===== config.mk =====
export PLATFORM = sky130hd
export DESIGN_NAME = square_wave_note_generator
export DESIGN_NICKNAME = d
export VERILOG_FILES = /design/src/hdl/swng_pkg.sv /design/src/hdl/square_wave_note_generator.sv /design/src/hdl/swng_div.sv
export SDC_FILE = /design/constraint.sdc
export NUM_CORES = 1
export LEC_CHECK = 0
export BUFFER_PORTS_ARGS = -buffer_cell sky130_fd_sc_hd__buf_2
export CORE_MARGIN = 8
export CORE_UTILIZATION = 30
export DETAILED_ROUTE_END_ITERATION = 8
export PLACE_DENSITY = 0.49
export SETUP_SLACK_MARGIN = 0.4
export SYNTH_ARGS = -nofsm -noshare
export SYNTH_HDL_FRONTEND = slang
export SYNTH_HIERARCHICAL = 1
export SYNTH_SLANG_ARGS = --single-unit

===== constraint.sdc =====
create_clock -name i_clk -period 5 [get_ports i_clk]
set_input_delay 0.75 -clock i_clk [delete_from_list [all_inputs] [get_ports i_clk]]
set_output_delay 0.75 -clock i_clk [all_outputs]
set_load 0.01 [all_outputs]

===== src/hdl/swng_pkg.sv =====
// Package for the square wave note generator: widths, reset values, shared types.
`default_nettype none
package swng_pkg;
    localparam int FREQ_W     = 12;
    localparam int DUR_W      = 4;
    localparam int SCALE_W    = 16;
    localparam int HALF_W     = 16;
    localparam int PERIODS_W  = 14;
    localparam int IN_DATA_W  = 16;
    localparam int OUT_DATA_W = 8;

    localparam logic [SCALE_W-1:0] TONE_SCALE_RESET = 16'd50000;

    localparam logic MODE_LOAD = 1'b0;
    localparam logic MODE_TICK = 1'b1;

    typedef struct packed {
        logic busy;
        logic done;
    } t_div_stat;
endpackage
`default_nettype wire


===== src/hdl/square_wave_note_generator.sv =====
// Top level of the square wave note generator: sequencer, tone state and stream ports.
`default_nettype none
// Buzzer tone generator. Each input transfer is a load (tuser 0: frequency and
// duration in tdata) or a time-base tick (tuser 1), and yields exactly one output
// transfer carrying the pin level, a busy flag and tlast on the transfer where the
// note ends. A tick's result is registered in the cycle after acceptance. A load
// passes through ST_START and ST_DIV: the half period tone_scale / frequency comes
// from a bit-serial divider that retires one quotient bit per cycle. Input is
// taken only when the sequencer is idle and the output register is empty or
// being drained in the same cycle. tone_scale is to be written through the
// configuration port while idle (not enforced by the block) and resets to 50000.
module square_wave_note_generator (
    input  wire logic                              i_clk,
    input  wire logic                              i_rst_n,
    input  wire logic                              i_cfg_wr_en,
    input  wire logic [swng_pkg::SCALE_W-1:0]      i_cfg_wr_data,
    input  wire logic                              s_axis_tvalid,
    output      logic                              s_axis_tready,
    // [11:0] frequency, [15:12] duration
    input  wire logic [swng_pkg::IN_DATA_W-1:0]    s_axis_tdata,
    // [0] mode
    input  wire logic                              s_axis_tuser,
    output      logic                              m_axis_tvalid,
    input  wire logic                              m_axis_tready,
    // [0] tone_level, [1] busy_res, [7:2] zero
    output      logic [swng_pkg::OUT_DATA_W-1:0]   m_axis_tdata,
    // note_done
    output      logic                              m_axis_tlast
);
    import swng_pkg::*;

    typedef enum logic [1:0] {ST_IDLE, ST_START, ST_DIV} t_state;

    t_state                r_state, n_state;
    logic [SCALE_W-1:0]    r_scale, n_scale;
    logic [HALF_W-1:0]     r_half, n_half;
    logic [HALF_W-1:0]     r_phase_cnt, n_phase_cnt;
    logic [PERIODS_W-1:0]  r_periods, n_periods;
    logic                  r_phase_high, n_phase_high;
    logic                  r_playing, n_playing;
    logic [FREQ_W-1:0]     r_freq, n_freq;
    logic                  r_ovalid, n_ovalid;
    logic                  r_level, n_level;
    logic                  r_busy, n_busy;
    logic                  r_done, n_done;

    logic                  in_xfer;
    logic [IN_DATA_W-1:0]  product;
    logic [HALF_W-1:0]     cnt_inc;
    logic [PERIODS_W-1:0]  periods_dec;
    logic [HALF_W-1:0]     quot_eff;
    t_div_stat             div_stat;
    logic [HALF_W-1:0]     div_q;

    assign s_axis_tready = (r_state == ST_IDLE) && (!r_ovalid || m_axis_tready);
    assign in_xfer       = s_axis_tvalid && s_axis_tready;
    assign product       = {{(IN_DATA_W-FREQ_W){1'b0}}, s_axis_tdata[FREQ_W-1:0]}
                         * {{(IN_DATA_W-DUR_W){1'b0}}, s_axis_tdata[FREQ_W +: DUR_W]};
    assign cnt_inc       = r_phase_cnt + 1'b1;
    assign periods_dec   = r_periods - 1'b1;
    assign quot_eff      = (r_freq == '0) ? '0 : div_q;

    swng_div u_div (
        .i_clk      (i_clk),
        .i_rst_n    (i_rst_n),
        .i_start    (r_state == ST_START),
        .i_dividend (r_scale),
        .i_divisor  (r_freq),
        .o_stat     (div_stat),
        .o_quotient (div_q)
    );

    always_comb begin
        n_state      = r_state;
        n_scale      = i_cfg_wr_en ? i_cfg_wr_data : r_scale;
        n_half       = r_half;
        n_phase_cnt  = r_phase_cnt;
        n_periods    = r_periods;
        n_phase_high = r_phase_high;
        n_playing    = r_playing;
        n_freq       = r_freq;
        n_ovalid     = r_ovalid && !m_axis_tready;
        n_level      = r_level;
        n_busy       = r_busy;
        n_done       = r_done;
        unique case (r_state)
            ST_IDLE: begin
                if (in_xfer) begin
                    if (s_axis_tuser == MODE_LOAD) begin
                        n_freq      = s_axis_tdata[FREQ_W-1:0];
                        n_periods   = product[IN_DATA_W-1:2];
                        n_phase_cnt = '0;
                        n_state     = ST_START;
                    end else begin
                        n_ovalid = 1'b1;
                        n_level  = r_playing && r_phase_high;
                        n_done   = 1'b0;
                        if (r_playing) begin
                            n_phase_cnt = cnt_inc;
                            if (cnt_inc >= r_half) begin
                                n_phase_cnt = '0;
                                if (r_phase_high) begin
                                    n_phase_high = 1'b0;
                                end else begin
                                    n_periods = periods_dec;
                                    if (periods_dec == '0) begin
                                        n_playing = 1'b0;
                                        n_done    = 1'b1;
                                    end else begin
                                        n_phase_high = 1'b1;
                                    end
                                end
                            end
                        end
                        n_busy = n_playing;
                    end
                end
            end
            ST_START: begin
                n_state = ST_DIV;
            end
            ST_DIV: begin
                if (div_stat.done) begin
                    n_state  = ST_IDLE;
                    n_half   = quot_eff;
                    n_ovalid = 1'b1;
                    n_level  = 1'b0;
                    if (quot_eff == '0 || r_periods == '0) begin
                        n_playing    = 1'b0;
                        n_phase_high = 1'b0;
                        n_periods    = '0;
                        n_done       = 1'b1;
                        n_busy       = 1'b0;
                    end else begin
                        n_playing    = 1'b1;
                        n_phase_high = 1'b1;
                        n_done       = 1'b0;
                        n_busy       = 1'b1;
                    end
                end
            end
            default: n_state = ST_IDLE;
        endcase
    end

    always_ff @(posedge i_clk) begin
        if (!i_rst_n) begin
            r_state      <= ST_IDLE;
            r_scale      <= TONE_SCALE_RESET;
            r_half       <= '0;
            r_phase_cnt  <= '0;
            r_periods    <= '0;
            r_phase_high <= 1'b0;
            r_playing    <= 1'b0;
            r_ovalid     <= 1'b0;
        end else begin
            r_state      <= n_state;
            r_scale      <= n_scale;
            r_half       <= n_half;
            r_phase_cnt  <= n_phase_cnt;
            r_periods    <= n_periods;
            r_phase_high <= n_phase_high;
            r_playing    <= n_playing;
            r_ovalid     <= n_ovalid;
        end
        r_freq  <= n_freq;
        r_level <= n_level;
        r_busy  <= n_busy;
        r_done  <= n_done;
    end

    assign m_axis_tvalid = r_ovalid;
    assign m_axis_tdata  = {{(OUT_DATA_W-2){1'b0}}, r_busy, r_level};
    assign m_axis_tlast  = r_done;
endmodule
`default_nettype wire


===== src/hdl/swng_div.sv =====
// Bit-serial restoring divider, one quotient bit per cycle.
`default_nettype none
module swng_div (
    input  wire logic                          i_clk,
    input  wire logic                          i_rst_n,
    input  wire logic                          i_start,
    input  wire logic [swng_pkg::SCALE_W-1:0]  i_dividend,
    input  wire logic [swng_pkg::FREQ_W-1:0]   i_divisor,
    output      swng_pkg::t_div_stat           o_stat,
    output      logic [swng_pkg::HALF_W-1:0]   o_quotient
);
    import swng_pkg::*;

    localparam int CNT_W = $clog2(SCALE_W);
    localparam logic [CNT_W-1:0] LAST_STEP = CNT_W'(SCALE_W - 1);

    logic [SCALE_W-1:0] r_q, n_q;
    logic [FREQ_W-1:0]  r_rem, n_rem;
    logic [FREQ_W-1:0]  r_div;
    logic [CNT_W-1:0]   r_cnt;
    logic               r_busy, r_done;
    logic [FREQ_W:0]    rem_sh, diff;

    always_comb begin
        rem_sh = {r_rem, r_q[SCALE_W-1]};
        diff   = rem_sh - {1'b0, r_div};
        if (rem_sh >= {1'b0, r_div}) begin
            n_rem = diff[FREQ_W-1:0];
            n_q   = {r_q[SCALE_W-2:0], 1'b1};
        end else begin
            n_rem = rem_sh[FREQ_W-1:0];
            n_q   = {r_q[SCALE_W-2:0], 1'b0};
        end
    end

    always_ff @(posedge i_clk) begin
        if (!i_rst_n) begin
            r_busy <= 1'b0;
            r_done <= 1'b0;
            r_cnt  <= '0;
        end else begin
            r_done <= 1'b0;
            if (i_start) begin
                r_busy <= 1'b1;
                r_cnt  <= '0;
            end else if (r_busy) begin
                r_cnt <= r_cnt + 1'b1;
                if (r_cnt == LAST_STEP) begin
                    r_busy <= 1'b0;
                    r_done <= 1'b1;
                end
            end
        end
    end

    always_ff @(posedge i_clk) begin
        if (i_start) begin
            r_q   <= i_dividend;
            r_rem <= '0;
            r_div <= i_divisor;
        end else if (r_busy) begin
            r_q   <= n_q;
            r_rem <= n_rem;
        end
    end

    assign o_stat.busy = r_busy;
    assign o_stat.done = r_done;
    assign o_quotient  = r_q;
endmodule
`default_nettype wire


==> results of run 1 <==
[per-stage QoR]
stage	instances	utilization, %	setup WS [ns]	hold WS, ns
finish	1264	34.17	0.9907	0.4506
global route	1264	34.17	0.5469	0.4697
CTS	1264	34.12	0.7024	0.4540
detailed placement	1232	32.07	0.7003	0.4419
global placement	1232	32.07	0.7457	0.4371
floorplan	888	-	1.086	0.4268
[worst paths after layout]
kind / start / end / slack, ns / cells after the start
max reg2reg: r_phase_cnt[0] / r_periods[7] / 0.99 / 13
min reg2reg: r_half[15] / r_half[15] / 0.45 / 2
max: r_phase_cnt[0] / r_periods[7] / 0.99 / 13
min: r_half[15] / r_half[15] / 0.45 / 2
[layer usage]
layer | track usage [%] | vias to the layer above | wire, µm
met3 | 2.379 | 17 | 733
met1 | 16.23 | 2977 | 9550
li1 | - | 3174 | -
met2 | 20.65 | 117 | 9278
met4 | 3.803 | 0 | 256
met5 | 0 | - | 0
[report_power, final]
part	internal, W	switching, W
sequential	0.00117	0.0000933
combinational	0.000406	0.000604
clock	0.000687	0.000467
total	0.00227	0.00116
[critical path, delay by kind of cell, from the launching register on]
kind | cells | cell delay, ns
compound gates | 5 | 1.38
fa+ha+maj | 2 | 0.54
simple gates | 5 | 1.40
flops | 1 | 0.42
xor+xnor | 1 | 0.22
[sequential cells by signal, summed over array words and instances (netlist names)]
register / count
r_scale: 16
u_div/r_busy: 1
r_playing: 1
r_half: 16
r_freq: 12
r_phase_high: 1
r_state: 2
u_div/o_quotient: 16
r_phase_cnt: 16
u_div/r_div: 12
m_axis_tlast: 1
u_div/r_rem: 12
m_axis_tvalid: 1
r_periods: 14
u_div/r_done: 1
r_level: 1
u_div/r_cnt: 4
r_busy: 1
[cell type report]
type,instances,area share [%]
clock buffers,23,5.358
clock inverters,9,0.6303
inverters,77,3.165
multi-input cells,642,50.93
flip-flops and latches,128,32.78
well taps,341,4.673
repair buffers,44,2.466
==> results.json, run 1 <==
{
  "finalHoldViolCount": 0,
  "period_share_pct": 80.19,
  "grt_max_degree": 46,
  "setup_violations": 0,
  "ant_nets": 0,
  "via_per_inst": 4.972,
  "post_cts_buffers": 0,
  "cts_tree": "yes",
  "final_common_cell": "dfxtp_1",
  "final_net_count": 1021,
  "core-area_um2": 26730,
  "ctsResizeCount": 0,
  "cts.sinks": 128,
  "post-route-min-period_ns": 4.009,
  "status": "complete, no violations",
  "wl_per_cell_um": 15.68,
  "root_buffer": "clkbuf_16",
  "clock_latency_ns": 0.42,
  "slew_violations": 0,
  "drtPass1Iterations": 5,
  "nFillCells": 2853,
  "endpoint_kind": "register",
  "drt_iter0_markers": 390,
  "die_h_um": 180.3,
  "drcViolationCount": 0,
  "cts.clk_slew.worst_paths_ns": 0.06,
  "routed_wl_um": 19820,
  "fin_setup_tns_ns": 0,
  "layout-drive-gt1-share_pct": 10.29,
  "fmax_ghz": 0.2494,
  "place_area_um2": 8572,
  "grt_overflow": 0,
  "path_max_fanout": 15,
  "cts_buffers": 17,
  "arrival_ns": 4.37,
  "first_global_vias": 6335,
  "dp_hpwl_um": 14560,
  "syn_inst": 883,
  "worst_pin_slew_ns": 1.120,
  "io_pins": 49,
  "antenna_found_initial": 0,
  "rows": 60,
  "layout_common_cells": "dfxtp_1, nand2_1, inv_1",
  "h-tree-depth": 4,
  "powerDensity_nw_per_um2": 375.7,
  "cts.path.max_buffers": 2,
  "synth.avg_cell_area_um2": 9.172,
  "area_growth_syn_to_layout_pct": 12.75,
  "seqCellArea_um2": 2993,
  "synthesis.area_um2": 8099,
  "slew_headroom_pct": 25.26,
  "n_antenna_cell": 0,
  "p_leak_nw": 3.738,
  "dieArea_um2": 32510,
  "vdd_drop_max_v": 0.0002370,
  "worst_setup_path_start_kind": "register",
  "slowest_delay_ns": 0.63,
  "power_w": 0.003430,
  "portBuffers": 42,
  "critPathRequiredTime_ns": 5.37,
  "crit_chain": "ha_1 > nand3_1 > nor4_2 > nand3_1 > xnor2_1 > ha_1 > and4_1 > o311a_1 > a211oi_2 > o21ai_2 > o311ai_4 > and2_1 > a22o_1",
  "rsz0062_at_grt": "no",
  "start_util_pct": 30.30,
  "hold_path.class": "register to register",
  "crit_type": "register to register",
  "max-cap-violations": 0,
  "ys.warnings.count": 6,
  "gp_congestion": 0.8000,
  "vias": 6285,
  "cpMaxStageDelayCell": "o311ai_4",
  "track_usage_pct": 12.48,
  "die-width_um": 180.3,
  "grt_pass1_wl_um": 33180,
  "ctsHoldBuffers": 0,
  "fin_area_um2": 9131,
  "clock_skew_ns": 0.01005,
  "multi_input_area_um2": 4651
}
(Power assumes the default switching activity.)
==> run 2: changes to the inputs <==
- ABC_AREA: default -> 1
- PLACE_DENSITY: 0.49 -> 0.51
- clock period: 5 -> 3.35 ns (I/O delays scaled with it)
==> results.json, run 2 <==
{
  "cts_tree": "yes",
  "io_pins": 49,
  "busiest_layer": "met2",
  "root_buffer": "clkbuf_16",
  "grt_pass1_wl_um": 39210,
  "syn_inst": 1260,
  "grt_max_degree": 34,
  "crit_type": "register to register",
  "max-cap-violations": 0,
  "finalHoldViolCount": 0,
  "arrival_ns": 3.21,
  "critPathRequiredTime_ns": 3.61,
  "n_antenna_cell": 0,
  "rows": 63,
  "antenna_found_initial": 0,
  "grtUsageMet3_pct": 2.311,
  "routed_wl_um": 23090,
  "rsz0062_at_grt": "yes",
  "gp_congestion": 0.8507,
  "h-tree-depth": 4,
  "cts_buffers": 17,
  "grt_util_met1_pct": 17.17,
  "dp_cells": 1678,
  "worst_pin_slew_ns": 1.192,
  "drtPass1Iterations": 5,
  "hold_path.class": "input port to register",
  "fin_util_pct": 36.75,
  "vias": 7897,
  "endpoint_kind": "register",
  "synth.avg_cell_area_um2": 7.074,
  "power_w": 0.005313,
  "start_util_pct": 30.24,
  "p_leak_nw": 5.181,
  "layout_common_cells": "nand2_1, inv_1, nor2_1",
  "layout-drive-gt1-share_pct": 18.58,
  "area_growth_syn_to_layout_pct": 21.53,
  "cts.path.max_buffers": 2,
  "status": "complete, no violations",
  "clock_skew_ns": 0.01433,
  "reg2regPathDepth": 21,
  "vdd_drop_max_v": 0.0003852,
  "post-route-min-period_ns": 2.950,
  "place_area_um2": 9753,
  "ff2ff_setup_slack_ns": 0.40,
  "via_per_inst": 4.578,
  "portBuffers": 42,
  "drcViolationCount": 0,
  "setup_violations": 0,
  "slew_headroom_pct": 20.43,
  "path_max_fanout": 7,
  "worst_setup_path_start_kind": "register",
  "grt_overflow": 0,
  "wl_per_cell_um": 13.39,
  "final_common_cell": "nand2_1",
  "dieArea_um2": 35480,
  "powerDensity_nw_per_um2": 490.4,
  "ys.warnings.count": 6,
  "period_share_pct": 88.07,
  "ant_nets": 0,
  "timing.rr.end": "r_periods[5]",
  "final_cell_count_no_fill": 1725,
  "dp_hpwl_um": 17260,
  "slew_violations": 0,
  "track_usage_pct": 13.28,
  "drt_iter0_markers": 406,
  "r2r-start": "r_phase_cnt[1]",
  "fmax_ghz": 0.3389,
  "die-width_um": 188.4,
  "synthesis.area_um2": 8914,
  "startpoint": "r_phase_cnt[1]",
  "final_net_count": 1433,
  "holdPathStages": 3,
  "clock_latency_ns": 0.42,
  "use_met2_pct": 22.42,
  "cts.clk_slew.worst_paths_ns": 0.06,
  "first_global_vias": 7987,
  "core-area_um2": 29480,
  "die_h_um": 188.4,
  "min_from": "i_cfg_wr_data[9]",
  "fin_area_um2": 10830,
  "whs_endpoint": "r_scale[9]",
  "cts.sinks": 128
}
-- run 2: power by group --
part           total (W)  switching (W)  leakage [nW]  internal [W]
clock network    0.00184       0.000769         0.295       0.00107
logic            0.00167        0.00104          3.79      0.000633
registers        0.00180      0.0000900          1.09       0.00171
total            0.00531        0.00190          5.18       0.00341
-- run 2: worst max path at each step --
stage	slack (ns)	end
6_report	0.40	r_periods[5]
3_5_place_dp	-0.09	r_periods[13]
4_1_cts	0.29	r_periods[10]
2_1_floorplan	0.31	r_periods[13]
3_3_place_gp	-0.12	r_periods[13]
5_1_grt	0.18	r_playing
-- run 2: what timing repair did --
item,CTS,global route
gates cloned,0,1
setup endpoints to repair,33,34
pin swaps,21,33
setup buffers,9,5
hold buffers,0,0
resized for setup,43,64
-- run 2: metrics by stage --
stage / TNS, ns / hold slack (ns) / worst slack [ns]
finish: 0 / 0.3049 / 0.3996
global route: 0 / 0.3019 / 0.1774
CTS: 0 / 0.2884 / 0.2859
detailed placement: -0.1059 / 0.4336 / -0.08856
global placement: -0.1222 / 0.4327 / -0.1222
floorplan: 0 / 0.4272 / 0.3092
-- run 2: worst max-delay path, stage by stage (launching register included) --
cell	delay (ns)
dfxtp_4	0.36
ha_4	0.15
nand2_4	0.05
nor2_4	0.10
nand3_2	0.10
nor3_2	0.13
buf_4	0.15
nand4_1	0.12
xnor2_2	0.18
ha_1	0.30
buf_4	0.14
nand2_2	0.04
nor2_1	0.04
a21oi_2	0.25
nand3_4	0.14
nand2_4	0.10
nand2_4	0.07
nand3_4	0.09
buf_8	0.14
nand2_1	0.05
nand2_1	0.06
nor2_1	0.04
-- run 2: layout make-up --
cell class | count | area [µm²]
Fill cell | 3167 | 18650
Multi-Input combinational cell | 874 | 5339
Sequential cell | 128 | 3004
Inverter | 217 | 827.0
Timing Repair Buffer | 83 | 580.6
Tap cell | 390 | 488.0
Clock buffer | 18 | 439.2
Clock inverter | 14 | 143.9
Timing Repair inverter | 1 | 11.26
-- run 2: routing by layer --
metal	vias up	share of wire, %
met5	-	0
met4	0	1.4
met3	25	3.4
met2	114	47
met1	3649	48
li1	4109	-
==> run 3: changes to the inputs <==
- CTS_CLUSTER_SIZE: default -> 28
- REMOVE_ABC_BUFFERS: default -> 1
==> results.json, run 3 (synthesized netlist as in run 2, its figures left out) <==
{
  "cts_buffers": 17,
  "clock_latency_ns": 0.43,
  "drtPass1Iterations": 5,
  "fmax_ghz": 0.3293,
  "ant_nets": 0,
  "worst_slack_ns": 0.3136,
  "core-area_um2": 29480,
  "hold_slack_ns": 0.2968,
  "p_leak_nw": 5.409,
  "final_net_count": 1473,
  "crit_chain": "ha_4 > nand2_4 > nor2_4 > nand3_2 > nor3_2 > buf_4 > nand4_1 > xnor2_2 > ha_1 > nand4_1 > nor3_4 > buf_6 > nand3_4 > buf_6 > buf_6 > nand4_1 > buf_6 > inv_8 > a22oi_1 > nor2_1",
  "slew_headroom_pct": 33.03,
  "area_growth_syn_to_layout_pct": 24.07,
  "routed_wl_um": 23340,
  "rsz0062_at_grt": "yes",
  "io_pins": 49,
  "setup_violations": 0,
  "rows": 63,
  "path_max_fanout": 7,
  "layout-drive-gt1-share_pct": 18.55,
  "wl_per_cell_um": 13.23,
  "max-cap-violations": 0,
  "critPathRequiredTime_ns": 3.66,
  "hold_path.class": "input port to register",
  "slew_violations": 0,
  "h-tree-depth": 4,
  "layout_common_cells": "nand2_1, inv_1, nor2_1",
  "crit_top_cell": "buf_6",
  "track_usage_pct": 13.33,
  "dpl_worst_slack_ns": -0.1056,
  "drcViolationCount": 0,
  "worst_pin_slew_ns": 1.001,
  "drt_iter0_markers": 464,
  "fin_util_pct": 37.51,
  "grt_overflow": 0,
  "grt_pass1_wl_um": 39120,
  "n_antenna_cell": 0,
  "start_util_pct": 30.24,
  "root_buffer": "clkbuf_16",
  "clock_skew_ns": 0.01548,
  "endpoint_kind": "register",
  "portBuffers": 42,
  "die_h_um": 188.4,
  "worst_setup_path_start_kind": "register",
  "final_common_cell": "nand2_1",
  "grt_max_degree": 33,
  "status": "complete, no violations",
  "vias": 8064,
  "finalHoldViolCount": 0,
  "power_w": 0.005379,
  "gp_congestion": 0.8729,
  "cpMaxStageDelayCell": "dfxtp_4",
  "slowest_delay_ns": 0.37,
  "crit_type": "register to register",
  "powerDensity_nw_per_um2": 486.4,
  "via_per_inst": 4.569,
  "dieArea_um2": 35480,
  "post-route-min-period_ns": 3.036,
  "vdd_drop_max_v": 0.0003978,
  "die-width_um": 188.4,
  "cts_tree": "yes",
  "cts.clk_slew.worst_paths_ns": 0.07,
  "arrival_ns": 3.35,
  "dp_hpwl_um": 16890,
  "cts.path.max_buffers": 2,
  "cts.sinks": 128,
  "period_share_pct": 90.64,
  "antenna_found_initial": 0,
  "first_global_vias": 8027
}
-- run 3: cell types whose count changed in the layout (fill, tap and decap cells not counted), sizes merged --
cell,before,now
inv,227,223
clkbuf,19,21
bufinv,1,0
clkinv,4,7
buf,82,122
-- run 3: worst max-delay path, delay by kind of cell, from the launching register on --
kind | cells | cell delay (ns)
AND/OR/NAND/NOR | 10 | 1.08
buffers and inverters | 6 | 0.71
adder cells (fa/ha/maj) | 2 | 0.45
flip-flops | 1 | 0.37
XOR/XNOR | 1 | 0.19
AO/OA/AOI/OAI | 1 | 0.13
-- run 3: worst paths after layout --
| kind | cells after the start | slack, ns | start | endpoint |
|---|---|---|---|---|
| worst max-delay path | 20 | 0.31 | r_phase_cnt[0] | r_phase_cnt[2] |
| worst min-delay path | 3 | 0.30 | i_cfg_wr_data[10] | r_scale[10] |
| worst max register to register | 20 | 0.31 | r_phase_cnt[0] | r_phase_cnt[2] |
| worst min register to register | 0 | 0.45 | r_freq[4] | u_div/r_div[4] |
-- run 3: through the flow --
step,instances,TNS [ns],area [µm²]
CTS,1760,0,10880
floorplan,1219,0,8688
global route,1765,0,11060
finish,1765,0,11060
global placement,1702,-0.5977,9797
detailed placement,1702,-0.7523,9797
-- run 3: cell type report --
class,count,area [µm²]
Sequential cell,128,3002
Clock buffer,20,500.5
Clock inverter,12,108.9
Multi-Input combinational cell,874,5213
Timing Repair inverter,1,11.26
Tap cell,390,488.0
Fill cell,3159,18420
Timing Repair Buffer,123,917.1
Inverter,217,819.5
-- run 3: where the power goes --
part | total (W) | switching, W | leakage (nW) | internal [W]
combinational | 0.00167 | 0.00102 | 4.01 | 0.000654
sequential | 0.00179 | 0.0000836 | 1.09 | 0.00171
clock | 0.00192 | 0.000808 | 0.303 | 0.00111
total | 0.00538 | 0.00191 | 5.41 | 0.00347
-- run 3: timing repair --
| action | in CTS | in global routing |
|---|---|---|
| setup buffers | 24 | 4 |
| hold buffers | 0 | 0 |
| pin swaps | 9 | 11 |
| setup endpoints to repair | 33 | 34 |
| resized for setup | 57 | 33 |
| gates cloned | 2 | 1 |
-- run 3: per-layer routing --
metal  vias to the layer above  wire length [µm]  global-route usage, %
met1                      3689             11350                  17.44
met2                       147             10530                  21.40
met3                        37               975                  2.791
met4                         0               494                  4.841
li1                       4191                 -                      -
met5                         -                 0                      0
